**config.mk**
```make
export PLATFORM = sky130hd
export DESIGN_NAME = int_to_roman_encoder
export DESIGN_NICKNAME = d
export VERILOG_FILES = /design/src/hw/rtl/irenc_pkg.sv /design/src/hw/rtl/int_to_roman_encoder.sv /design/src/hw/rtl/irenc_front.sv /design/src/hw/rtl/irenc_queue.sv /design/src/hw/rtl/irenc_back.sv
export SDC_FILE = /design/constraint.sdc
export NUM_CORES = 1
export LEC_CHECK = 0
export ABC_AREA = 1
export BUFFER_PORTS_ARGS = -buffer_cell sky130_fd_sc_hd__buf_2
export CORE_ASPECT_RATIO = 0.6
export CORE_UTILIZATION = 63
export DETAILED_ROUTE_END_ITERATION = 7
export PLACE_DENSITY_LB_ADDON = 0.15
export SLEW_MARGIN = 20
export SYNTH_ARGS = -nofsm -noshare
export SYNTH_HDL_FRONTEND = slang
export SYNTH_SLANG_ARGS = --single-unit
```
**constraint.sdc**
```tcl
create_clock -name clk -period 7.3 [get_ports clk]
set_input_delay 2.19 -clock clk [delete_from_list [all_inputs] [get_ports clk]]
set_output_delay 2.19 -clock clk [all_outputs]
set_load 0.02 [all_outputs]
```
**src/hw/rtl/irenc_pkg.sv**
```systemverilog
// Shared types, constants and numeral tables for the integer to Roman numeral encoder.
`timescale 1ns / 1ps
package irenc_pkg;

	localparam int VALUE_W         = 12;
	localparam int IN_TDATA_W      = 16;
	localparam int SYM_W           = 8;
	localparam int QUEUE_DEPTH_DEF = 4;

	localparam logic [SYM_W-1:0] ASCII_I = 8'h49;
	localparam logic [SYM_W-1:0] ASCII_V = 8'h56;
	localparam logic [SYM_W-1:0] ASCII_X = 8'h58;
	localparam logic [SYM_W-1:0] ASCII_L = 8'h4C;
	localparam logic [SYM_W-1:0] ASCII_C = 8'h43;
	localparam logic [SYM_W-1:0] ASCII_D = 8'h44;
	localparam logic [SYM_W-1:0] ASCII_M = 8'h4D;

	typedef enum logic [1:0] {
		DEC_THOU = 2'd0,
		DEC_HUND = 2'd1,
		DEC_TENS = 2'd2,
		DEC_UNIT = 2'd3
	} decade_t;

	typedef enum logic [1:0] {
		SEL_ONE  = 2'd0,
		SEL_FIVE = 2'd1,
		SEL_TEN  = 2'd2
	} sel_t;

	typedef struct packed {
		logic [2:0] thou;
		logic [3:0] hund;
		logic [3:0] tens;
		logic [3:0] unit;
	} digits_t;

	localparam int DIGITS_W = $bits(digits_t);

	function automatic logic [3:0] digit_at(input digits_t dg, input decade_t dec);
		logic [3:0] d;
		begin
			case (dec)
				DEC_THOU: d = {1'b0, dg.thou};
				DEC_HUND: d = dg.hund;
				DEC_TENS: d = dg.tens;
				default:  d = dg.unit;
			endcase
			return d;
		end
	endfunction

	function automatic logic [2:0] pat_len(input decade_t dec, input logic [3:0] d);
		logic [2:0] n;
		begin
			if (dec == DEC_THOU) begin
				n = d[2:0];
			end else begin
				case (d)
					4'd1:    n = 3'd1;
					4'd2:    n = 3'd2;
					4'd3:    n = 3'd3;
					4'd4:    n = 3'd2;
					4'd5:    n = 3'd1;
					4'd6:    n = 3'd2;
					4'd7:    n = 3'd3;
					4'd8:    n = 3'd4;
					4'd9:    n = 3'd2;
					default: n = 3'd0;
				endcase
			end
			return n;
		end
	endfunction

	function automatic sel_t pat_sel(input decade_t dec, input logic [3:0] d,
		input logic [2:0] pos);
		sel_t s;
		begin
			s = SEL_ONE;
			if (dec != DEC_THOU) begin
				if (d == 4'd4 && pos == 3'd1) begin
					s = SEL_FIVE;
				end else if (d inside {[4'd5:4'd8]} && pos == 3'd0) begin
					s = SEL_FIVE;
				end else if (d == 4'd9 && pos == 3'd1) begin
					s = SEL_TEN;
				end
			end
			return s;
		end
	endfunction

	function automatic logic [SYM_W-1:0] sym_of(input decade_t dec, input sel_t s);
		logic [SYM_W-1:0] c;
		begin
			case (dec)
				DEC_THOU: c = ASCII_M;
				DEC_HUND: c = (s == SEL_ONE) ? ASCII_C : (s == SEL_FIVE) ? ASCII_D : ASCII_M;
				DEC_TENS: c = (s == SEL_ONE) ? ASCII_X : (s == SEL_FIVE) ? ASCII_L : ASCII_C;
				default:  c = (s == SEL_ONE) ? ASCII_I : (s == SEL_FIVE) ? ASCII_V : ASCII_X;
			endcase
			return c;
		end
	endfunction

endpackage

```
**src/hw/rtl/int_to_roman_encoder.sv**
```systemverilog
// Top level of the integer to Roman numeral encoder.
//
// Input channel s_axis: one word per integer, value in tdata[11:0].
// Output channel m_axis: one ASCII numeral character per word (I V X L C D M)
// in writing order, tlast high on the final character of each numeral.
// A value of zero produces no output words. Values 4000..4095 lead with four M.
// The front end works on one integer at a time: accept, three digit steps using
// parallel constant compares per decade, then hand-off into the digit queue.
// The back end pulls a digit word from the queue, then sends one character per
// cycle while the receiver is ready, 1 to 15 per integer; it does not pull the
// next word until the last character of a numeral is emitted, and its pattern
// position counter sets the rate for long numerals.
// The digit queue (QUEUE_DEPTH words) lets the front end keep converting
// while the receiver stalls; when it fills, s_axis_tready drops.
// Reset clears the queue, both sequencers and the output register.
`timescale 1ns / 1ps
module int_to_roman_encoder #(
	parameter int QUEUE_DEPTH = irenc_pkg::QUEUE_DEPTH_DEF
) (
	input  logic                            clk,
	input  logic                            arst_n,
	input  logic                            s_axis_tvalid,
	output logic                            s_axis_tready,
	input  logic [irenc_pkg::IN_TDATA_W-1:0] s_axis_tdata,  // [11:0] value
	output logic                            m_axis_tvalid,
	input  logic                            m_axis_tready,
	output logic [irenc_pkg::SYM_W-1:0]     m_axis_tdata,   // [7:0] symbol
	output logic                            m_axis_tlast    // last
);
	import irenc_pkg::*;

	logic     push_valid;
	logic     push_ready;
	digits_t  push_word;
	logic     pop_valid;
	logic     pop_ready;
	digits_t  pop_word;

	irenc_front u_front (
		.clk           (clk),
		.arst_n        (arst_n),
		.s_axis_tvalid (s_axis_tvalid),
		.s_axis_tready (s_axis_tready),
		.s_axis_tdata  (s_axis_tdata),
		.push_valid    (push_valid),
		.push_ready    (push_ready),
		.push_word     (push_word)
	);

	irenc_queue #(
		.DEPTH (QUEUE_DEPTH)
	) u_queue (
		.clk        (clk),
		.arst_n     (arst_n),
		.push_valid (push_valid),
		.push_ready (push_ready),
		.push_word  (push_word),
		.pop_valid  (pop_valid),
		.pop_ready  (pop_ready),
		.pop_word   (pop_word)
	);

	irenc_back u_back (
		.clk           (clk),
		.arst_n        (arst_n),
		.pop_valid     (pop_valid),
		.pop_ready     (pop_ready),
		.pop_word      (pop_word),
		.m_axis_tvalid (m_axis_tvalid),
		.m_axis_tready (m_axis_tready),
		.m_axis_tdata  (m_axis_tdata),
		.m_axis_tlast  (m_axis_tlast)
	);

endmodule

```
**src/hw/rtl/irenc_front.sv**
```systemverilog
// Front end: accepts integers and splits them into decimal digits, one decade per cycle, units with tens.
`timescale 1ns / 1ps
module irenc_front (
	input  logic                                clk,
	input  logic                                arst_n,
	input  logic                                s_axis_tvalid,
	output logic                                s_axis_tready,
	input  logic [irenc_pkg::IN_TDATA_W-1:0]    s_axis_tdata,   // [11:0] value
	output logic                                push_valid,
	input  logic                                push_ready,
	output irenc_pkg::digits_t                  push_word
);
	import irenc_pkg::*;

	typedef enum logic [1:0] {F_IDLE, F_CONV, F_PUSH} fstate_t;

	localparam logic [1:0] STEP_THOU = 2'd0;
	localparam logic [1:0] STEP_HUND = 2'd1;
	localparam logic [1:0] STEP_TENS = 2'd2;

	fstate_t              state_q;
	logic [1:0]           step_q;
	logic [VALUE_W-1:0]   rest_q;
	digits_t              dig_q;

	logic [13:0]          weight;
	logic [3:0]           k;
	logic [13:0]          taken;
	logic [VALUE_W-1:0]   rest_nxt;

	always_comb begin
		case (step_q)
			STEP_THOU: weight = 14'd1000;
			STEP_HUND: weight = 14'd100;
			default:   weight = 14'd10;
		endcase
		k = 4'd0;
		for (int j = 1; j <= 9; j++) begin
			if ({2'b00, rest_q} >= 14'(j * weight)) begin
				k = 4'(j);
			end
		end
		taken    = 14'(k * weight);
		rest_nxt = VALUE_W'({2'b00, rest_q} - taken);
	end

	assign s_axis_tready = (state_q == F_IDLE);
	assign push_valid    = (state_q == F_PUSH) && (dig_q != '0);
	assign push_word     = dig_q;

	always_ff @(posedge clk or negedge arst_n) begin
		if (!arst_n) begin
			state_q <= F_IDLE;
			step_q  <= STEP_THOU;
			rest_q  <= '0;
			dig_q   <= '0;
		end else begin
			case (state_q)
				F_IDLE: begin
					if (s_axis_tvalid) begin
						rest_q  <= s_axis_tdata[VALUE_W-1:0];
						step_q  <= STEP_THOU;
						state_q <= F_CONV;
					end
				end
				F_CONV: begin
					rest_q <= rest_nxt;
					case (step_q)
						STEP_THOU: begin
							dig_q.thou <= k[2:0];
							step_q     <= STEP_HUND;
						end
						STEP_HUND: begin
							dig_q.hund <= k;
							step_q     <= STEP_TENS;
						end
						default: begin
							dig_q.tens <= k;
							dig_q.unit <= rest_nxt[3:0];
							state_q    <= F_PUSH;
						end
					endcase
				end
				F_PUSH: begin
					if (dig_q == '0 || push_ready) begin
						state_q <= F_IDLE;
					end
				end
				default: state_q <= F_IDLE;
			endcase
		end
	end

	a_unit_digit: assert property (@(posedge clk) disable iff (!arst_n)
		push_valid |-> (push_word.unit <= 4'd9 && push_word.tens <= 4'd9
			&& push_word.hund <= 4'd9))
		else $error("digit out of range");
	a_thou_digit: assert property (@(posedge clk) disable iff (!arst_n)
		push_valid |-> push_word.thou <= 3'd4)
		else $error("thousands digit out of range");
	a_push_hold: assert property (@(posedge clk) disable iff (!arst_n)
		(push_valid && !push_ready) |=> (push_valid && $stable(push_word)))
		else $error("queued word changed while waiting");

endmodule

```
**src/hw/rtl/irenc_queue.sv**
```systemverilog
// Small register queue that carries digit words from the front end to the back end.
`timescale 1ns / 1ps
module irenc_queue #(
	parameter int DEPTH = irenc_pkg::QUEUE_DEPTH_DEF
) (
	input  logic                clk,
	input  logic                arst_n,
	input  logic                push_valid,
	output logic                push_ready,
	input  irenc_pkg::digits_t  push_word,
	output logic                pop_valid,
	input  logic                pop_ready,
	output irenc_pkg::digits_t  pop_word
);
	import irenc_pkg::*;

	localparam int PTR_W = (DEPTH > 1) ? $clog2(DEPTH) : 1;
	localparam int CNT_W = $clog2(DEPTH + 1);

	digits_t             mem_q [DEPTH];
	logic [PTR_W-1:0]    wr_q;
	logic [PTR_W-1:0]    rd_q;
	logic [CNT_W-1:0]    cnt_q;
	logic                do_push;
	logic                do_pop;

	assign push_ready = (cnt_q != CNT_W'(DEPTH));
	assign pop_valid  = (cnt_q != '0);
	assign pop_word   = mem_q[rd_q];
	assign do_push    = push_valid && push_ready;
	assign do_pop     = pop_valid && pop_ready;

	always_ff @(posedge clk) begin
		if (do_push) begin
			mem_q[wr_q] <= push_word;
		end
	end

	always_ff @(posedge clk or negedge arst_n) begin
		if (!arst_n) begin
			wr_q  <= '0;
			rd_q  <= '0;
			cnt_q <= '0;
		end else begin
			if (do_push) begin
				wr_q <= (wr_q == PTR_W'(DEPTH - 1)) ? '0 : wr_q + 1'b1;
			end
			if (do_pop) begin
				rd_q <= (rd_q == PTR_W'(DEPTH - 1)) ? '0 : rd_q + 1'b1;
			end
			cnt_q <= cnt_q + CNT_W'(do_push) - CNT_W'(do_pop);
		end
	end

	a_cnt_bound: assert property (@(posedge clk) disable iff (!arst_n)
		cnt_q <= CNT_W'(DEPTH))
		else $error("queue count overflow");
	a_cnt_track: assert property (@(posedge clk) disable iff (!arst_n)
		(do_push && !do_pop) |=> cnt_q == $past(cnt_q) + 1'b1)
		else $error("queue count lost a push");
	a_ptr_gap: assert property (@(posedge clk) disable iff (!arst_n)
		(cnt_q == '0) |-> (wr_q == rd_q))
		else $error("queue pointers disagree on empty");

endmodule

```
**src/hw/rtl/irenc_back.sv**
```systemverilog
// Back end: walks the digits of one word and sends one numeral character per cycle while the receiver is ready.
`timescale 1ns / 1ps
module irenc_back (
	input  logic                            clk,
	input  logic                            arst_n,
	input  logic                            pop_valid,
	output logic                            pop_ready,
	input  irenc_pkg::digits_t              pop_word,
	output logic                            m_axis_tvalid,
	input  logic                            m_axis_tready,
	output logic [irenc_pkg::SYM_W-1:0]     m_axis_tdata,   // [7:0] symbol
	output logic                            m_axis_tlast    // last
);
	import irenc_pkg::*;

	typedef enum logic {B_IDLE, B_EMIT} bstate_t;

	bstate_t             state_q;
	digits_t             dig_q;
	decade_t             dec_q;
	logic [2:0]          pos_q;
	logic                ovalid_q;
	logic [SYM_W-1:0]    osym_q;
	logic                olast_q;

	logic [3:0]          cur_d;
	logic [2:0]          cur_len;
	logic                slot_free;
	logic                emit;
	logic                end_digit;
	logic                nxt_has;
	decade_t             nxt_dec;
	logic                first_has;
	decade_t             first_dec;

	always_comb begin
		cur_d     = digit_at(dig_q, dec_q);
		cur_len   = pat_len(dec_q, cur_d);
		end_digit = (pos_q == cur_len - 3'd1);
		nxt_has   = 1'b0;
		nxt_dec   = DEC_UNIT;
		for (int i = 3; i >= 0; i--) begin
			if (2'(i) > dec_q && digit_at(dig_q, decade_t'(2'(i))) != 4'd0) begin
				nxt_has = 1'b1;
				nxt_dec = decade_t'(2'(i));
			end
		end
		first_has = 1'b0;
		first_dec = DEC_UNIT;
		for (int i = 3; i >= 0; i--) begin
			if (digit_at(pop_word, decade_t'(2'(i))) != 4'd0) begin
				first_has = 1'b1;
				first_dec = decade_t'(2'(i));
			end
		end
	end

	assign slot_free     = !ovalid_q || m_axis_tready;
	assign emit          = (state_q == B_EMIT) && slot_free;
	assign pop_ready     = (state_q == B_IDLE);
	assign m_axis_tvalid = ovalid_q;
	assign m_axis_tdata  = osym_q;
	assign m_axis_tlast  = olast_q;

	always_ff @(posedge clk or negedge arst_n) begin
		if (!arst_n) begin
			state_q  <= B_IDLE;
			dig_q    <= '0;
			dec_q    <= DEC_THOU;
			pos_q    <= '0;
			ovalid_q <= 1'b0;
			osym_q   <= '0;
			olast_q  <= 1'b0;
		end else begin
			if (m_axis_tready && !emit) begin
				ovalid_q <= 1'b0;
			end
			case (state_q)
				B_IDLE: begin
					if (pop_valid && first_has) begin
						dig_q   <= pop_word;
						dec_q   <= first_dec;
						pos_q   <= '0;
						state_q <= B_EMIT;
					end
				end
				B_EMIT: begin
					if (emit) begin
						ovalid_q <= 1'b1;
						osym_q   <= sym_of(dec_q, pat_sel(dec_q, cur_d, pos_q));
						olast_q  <= end_digit && !nxt_has;
						if (end_digit) begin
							pos_q <= '0;
							if (nxt_has) begin
								dec_q <= nxt_dec;
							end else begin
								state_q <= B_IDLE;
							end
						end else begin
							pos_q <= pos_q + 3'd1;
						end
					end
				end
				default: state_q <= B_IDLE;
			endcase
		end
	end

	a_len_nz: assert property (@(posedge clk) disable iff (!arst_n)
		(state_q == B_EMIT) |-> cur_len != 3'd0)
		else $error("walking a zero digit");
	a_pos_in: assert property (@(posedge clk) disable iff (!arst_n)
		(state_q == B_EMIT) |-> pos_q < cur_len)
		else $error("pattern position past end");
	a_last_ends: assert property (@(posedge clk) disable iff (!arst_n)
		(emit && end_digit && !nxt_has) |=> (state_q == B_IDLE && olast_q))
		else $error("run did not close on last character");

endmodule

```
# Yosys cells after proc, flatten, opt, wreduce, memory -nomap -nowiden
# Memories as Yosys holds them, arrays and structs flattened.
# Cells that the tools add are included.
[op_classes]
n_addsub = 7
mul = 6
div_mod_pow = 0
order_cmp = 15
eq_ne = 21
shift = 0
muxes = 69
bitwise_logic = 2
n_reduce_logical = 49
[op_table]
columns = ["op", "n"]
rows = [
  ["$ge 12x14->1", 5],
  ["$mux 2", 22],
  ["$reduce_bool 4->1", 8],
  ["$mul 3x10->13 const A", 2],
  ["$mul 2x10->12 const A", 2],
  ["$mux 3", 8],
  ["$mux 8", 3],
  ["$pmux 12 s2", 1],
  ["$pmux 8 s3", 1],
  ["$mux 1", 20],
  ["$mux 4", 5],
  ["$pmux 10 s2", 1],
  ["$logic_and 1x1->1", 15],
  ["$logic_not 15->1", 1],
  ["$reduce_bool 15->1", 1],
  ["$mul 4x10->14 const A", 1],
  ["$reduce_and 2->1", 7],
  ["$ge 12x13->1", 1],
  ["$ge 12x10->1", 1],
  ["$ge 12x11->1", 1],
  ["$ge 12x12->1", 1],
  ["$mul 4x10->12", 1],
  ["$mux 12", 1],
  ["$ne 2x2->1 const B", 6],
  ["other kinds (34)", 54],
]
[word_totals]
regBits = 69
latchBits = 0
ramBits = 60
romBits = 48
in_bits = 20
out_inout_bits = 11
memories = 2
[memory_table]
columns = ["name", "words", "width", "read_ports", "rd_ports_with_merged_regs", "write_ports", "line_no", "source"]
rows = [
  ["u_queue.mem_q", 4, 15, 1, 0, 1, "irenc_queue.sv:20", "digits_t mem_q [DEPTH];"],
  ["(name not given)", 16, 3, 1, 0, 0, "irenc_pkg.sv:59", "case (d)"],
]

# Logic depth before layout (Yosys ltp)
[depth]
depth_word = 15
depth_mapped = 36
mapped_depth_nobuf = 36

# By module
# From an unflattened synthesis, not the netlist that was laid out.
[hier_totals]
cells_unflattened = 1077
area_unflattened_um2 = 8978.6
[modules_own_cells]
columns = ["mod", "n_inst", "cells_per_inst", "area_each_um2", "seq_area_each_um2"]
rows = [
  ["irenc_front", 1, 624, 4364.2, 775.7],
  ["irenc_queue", 1, 233, 2895.3, 1976.9],
  ["irenc_back", 1, 220, 1719.1, 725.7],
]

# Worst setup path before layout
# OpenSTA, ideal clock, no wires.
[synth_timing]
kind = "register -> register"
startpoint = "register u_front.step_q[1]"
endpoint = "register u_front.rest_q[10]"
setup_time_ns = 0.083
t_arrival_ns = 5.606
setup_slack_ns = 1.611
stages_incl_launch_ff = 35
n_path_buf = 1
period_less_slack_ns = 5.689
path_cell_list = "dfrtp_1 nor2_1 inv_1 ha_1 buf_4 inv_4 ha_1 inv_1 nor2_1 nand3_1 o311ai_0 nand3_1 nand3_1 inv_1 nand2_1 inv_2 nand2_1 inv_1 nand2_1 fa_1 fa_1 inv_1 fa_1 inv_1 ha_1 inv_1 o21bai_1 a21oi_1 o21ai_0 a21oi_1 o21bai_1 nand2_1 nand2_1 nor2_1 o21ai_0"
[synth_between]
elab_chain_len = 15
elab_cells_between_ends = 29
cone_classes = "add/sub (1); mul (6); order compare (9); eq/ne (1); mux (11); reduce/logical (1)"
[synth_lines]
columns = ["element", "line_no", "source"]
rows = [
  ["start: declaration", "irenc_front.sv:22", "logic [1:0] step_q;"],
  ["start signal: assignment", "irenc_front.sv:54", "step_q <= STEP_THOU;"],
  ["start signal: assignment", "irenc_front.sv:62", "step_q <= STEP_THOU;"],
  ["start signal: assignment", "irenc_front.sv:71", "step_q <= STEP_HUND;"],
  ["$eq 2x1->1 or $logic_not 2->1 (tied branches)", "irenc_front.sv:32", "case (step_q)"],
  ["$pmux 10 s2 (*)", "irenc_front.sv:32", ""],
  ["branches (longest 10 deep; another with $ge 12x14->1)", "-", ""],
  ["$mul 4x10->12 (*)", "irenc_front.sv:43", "taken = 14'(k * weight);"],
  ["$sub 12x12->12 (*)", "irenc_front.sv:44", "rest_nxt = VALUE_W'({2'b00, rest_q} - taken);"],
  ["$pmux 12 s2 (*)", "irenc_front.sv:58", "case (state_q)"],
  ["end signal: assignment", "irenc_front.sv:61", "rest_q <= s_axis_tdata[VALUE_W-1:0];"],
  ["end signal: assignment", "irenc_front.sv:67", "rest_q <= rest_nxt;"],
  ["end: declaration", "irenc_front.sv:23", "logic [VALUE_W-1:0] rest_q;"],
]
# Mark *: on every way between the ends.
# A chain may end at the register's enable or synchronous reset.

# Final worst setup path
[layout_timing]
startpoint = "register u_front.step_q[0]"
endpoint = "register u_front.rest_q[10]"
# Same word-level chain as after synthesis.

==> summary.txt <==
Mean Syn Cell Area: 8.48 um^2
Die W: 153 um
deepest clock path buffer count: 2
vias in the first global route: 6663
CP Data Arrival Time: 6.88 ns
Vias: 7204
Via density: 5.84
post-synthesis register bit count: 127
drt total wl: 22.2 mm
Clock Sink Count: 127
n_diodes: 0
height of the die: 92.5 um
largest net degree at the start of global routing: 68
Slew headroom: 38.6%
first-pass GRT wire length: 36.1 mm
cts bufs inserted: 17
area delta synth->final: 10.7%
Skew-Pair Late Insertion Delay: 0.42 ns
main combinational cell family by area after synthesis: simple AND/OR/NAND/NOR gates
Detail Placement HPWL: 16.3 mm
fin. max-slew vios: 0
final setup fails: 0
drt pass-1 iters: 7
Core Region: 13100 um^2
Adder-Cell Fraction of Synth Area: 16.6%
Hold Fails Final Rpt: 0
drt wl/cell: 18.0 um
CTS clk-pin slew, worst paths: 0.07 ns
Remaining DRCs: 0
Post-synth EDFFs: 60
Post-Syn Instances: 1014
worst reg2reg endpoint: u_front.rest_q[10]
commonest non-fill, non-tap cells in the layout: nand2_1 (191), inv_1 (138), nor2_1 (110)
Synth Flop Type: dfrtp_1
Post-Syn Area: 8600 um^2
FILL cells: 997
sequential share of the synthesized area: 40.5%
setup bufs post-CTS: 0
grt total ovfl: 0
Worst Tran Pin Value: 0.920 ns
CP max FO: 8
Max Freq: 152 MHz
crit path from: u_front.step_q[0]
htree depth: 4
status: completed
Crit Reg-Reg Startpoint: u_front.step_q[0]
root buf cell: clkbuf_16
DIE AREA: 14100 um^2
gpl congestion: 0.958
nature of the critical path startpoint: flop
Worst EP required: 7.60 ns
Netlist cell types: 50
FP Rows: 32
period utilization: 90.1%
multiplexer share of the synthesized area: 0%
Reg area: 3480 um^2
Layout Nets: 1173
crit-path most repeated cell: inv_1
CTS tree: done
CTS Hold Bufs: 0
Port Buffers: 24
ANT nets after route: 0
io pins: 31
skew final: 0.0143 ns
Synth Area in XOR/XNOR: 1.94%
crit path kind: reg2reg
initial antenna violation count: 0
Compound-Gate Fraction of Synth Area: 13.3%
CP endpoint kind: flop
Ys Warns: 0
Max stage delay cell, worst path: fa_1
commonest non-fill, non-tap cell in the layout: nand2_1
Initial DRC Count: 760
area share of and/or/nand/nor cells after synthesis: 19.7%
max cap viols: 0
reg2reg path depth: 30
RSZ-0062 raised after global routing: false
Starting Density: 65.7%
GRT Total Usage: 34.0%
R2R Setup Slk: 0.72 ns
Async S/R FF share, synth: 52.8%
worst hold path type: reg2reg
worst setup path end: u_front.rest_q[10]
final setup TNS: 0 ns
PostCTS Resize Cnt: 0
Multi-input gate area: 4450 um^2
CP peak stage delay: 0.51 ns
layout cells sized above 1: 9.97%
Final Critical Period: 6.58 ns
layer usage:
metal / GRT usage [%] / vias up / share of wire [%] / routed length [um]
met4: 8.59 / 0 / 0.69 / 154
li1: - / 3469 / - / -
met2: 45.0 / 367 / 38 / 8420
met5: 0 / - / 0 / 0
met1: 53.7 / 3347 / 49 / 10800
met3: 9.22 / 21 / 13 / 2800
per-stage QoR:
stage                     utilization [%]  instances  cell area [um^2]  setup slack (ns)  hold WS [ns]
after floorplan                         -       1015              8600              1.61         0.459
after global placement               68.2       1201              8930              1.02         0.448
after detailed placement             68.2       1201              8930             0.920         0.452
after CTS                            72.7       1233              9520             0.899         0.467
after global routing                 72.7       1233              9520             0.283         0.487
final                                72.7       1233              9520             0.723         0.463
worst max-delay path, delay by kind of cell (launching register included):
family,cells,cell delay (ns)
fa+ha+maj,6,2.56
simple gates,8,1.53
buf+inv,8,0.85
flops,1,0.34
compound gates,8,1.19
cell type report:
class,count,share of cell area (%)
inverter,147,5.82
sequential,127,36.5
clock buffer,17,4.47
timing repair buffer,40,2.52
multi-input combinational,717,46.7
clock inverter,15,1.70
tap,170,2.23
state kept, by name, summed over array words and instances, names as in the netlist:
signal                flops
u_queue.rd_q              2
u_back.pos_q              3
u_queue.wr_q              2
u_back.m_axis_tdata       6
u_back.state_q            1
u_back.m_axis_tvalid      1
u_back.m_axis_tlast       1
u_front.rest_q           12
u_queue.mem_q            60
u_front.step_q            2
u_back.dec_q              2
u_front.state_q           2
u_front.push_word        15
u_back.dig_q             15
u_queue.cnt_q             3
synthesized netlist by cell type (4+ instances only):
| cell | instances | share of area [%] |
|---|---|---|
| nand2_1 | 191 | 8.3 |
| inv_1 | 138 | 6.0 |
| nor2_1 | 113 | 4.9 |
| ha_1 | 85 | 12 |
| o21ai_0 | 80 | 4.7 |
| dfrtp_1 | 67 | 20 |
| edfxtp_1 | 60 | 21 |
| a21oi_1 | 47 | 2.7 |
| nand3_1 | 30 | 1.7 |
| nand4_1 | 22 | 1.6 |
| fa_1 | 18 | 4.2 |
| o21ai_1 | 14 | 0.82 |
| o22a_1 | 14 | 1.4 |
| o211ai_1 | 11 | 0.96 |
| xor2_1 | 11 | 1.1 |
| clkbuf_1 | 10 | 0.44 |
| nor3_1 | 10 | 0.58 |
| o22ai_1 | 10 | 0.73 |
| nand2_2 | 8 | 0.58 |
| xnor2_1 | 8 | 0.82 |
| buf_2 | 7 | 0.41 |
| inv_2 | 7 | 0.31 |
| nor4_1 | 7 | 0.51 |
| buf_4 | 6 | 0.52 |
| a31oi_1 | 4 | 0.29 |
| o21ai_2 | 4 | 0.41 |
| o21bai_1 | 4 | 0.35 |
how the worst min path moves through the flow:
stage                                 startpoint                endpoint  slack (ns)  depth (start not counted)
final                     u_back.m_axis_tdata[6]  u_back.m_axis_tdata[6]        0.46                          1
after global routing      u_back.m_axis_tdata[6]  u_back.m_axis_tdata[6]        0.49                          1
after CTS                 u_back.m_axis_tdata[6]  u_back.m_axis_tdata[6]        0.47                          1
after detailed placement  u_back.m_axis_tdata[6]  u_back.m_axis_tdata[6]        0.45                          1
after global placement    u_back.m_axis_tdata[6]  u_back.m_axis_tdata[6]        0.45                          1
after floorplan                 u_back.dig_q[11]        u_back.dig_q[11]        0.46                          2
kinds of logic after synthesis:
logic type	Yosys count
and+or+nand+nor	395
DFF	127
buffers and inverters	171
AOI/OAI and AO/OA	197
other	2
xor gates and xnor gates	19
adders and majority gates	103
Power is not shown: default switching activity piles up to over one toggle a cycle in this logic, so the estimate is an artifact.
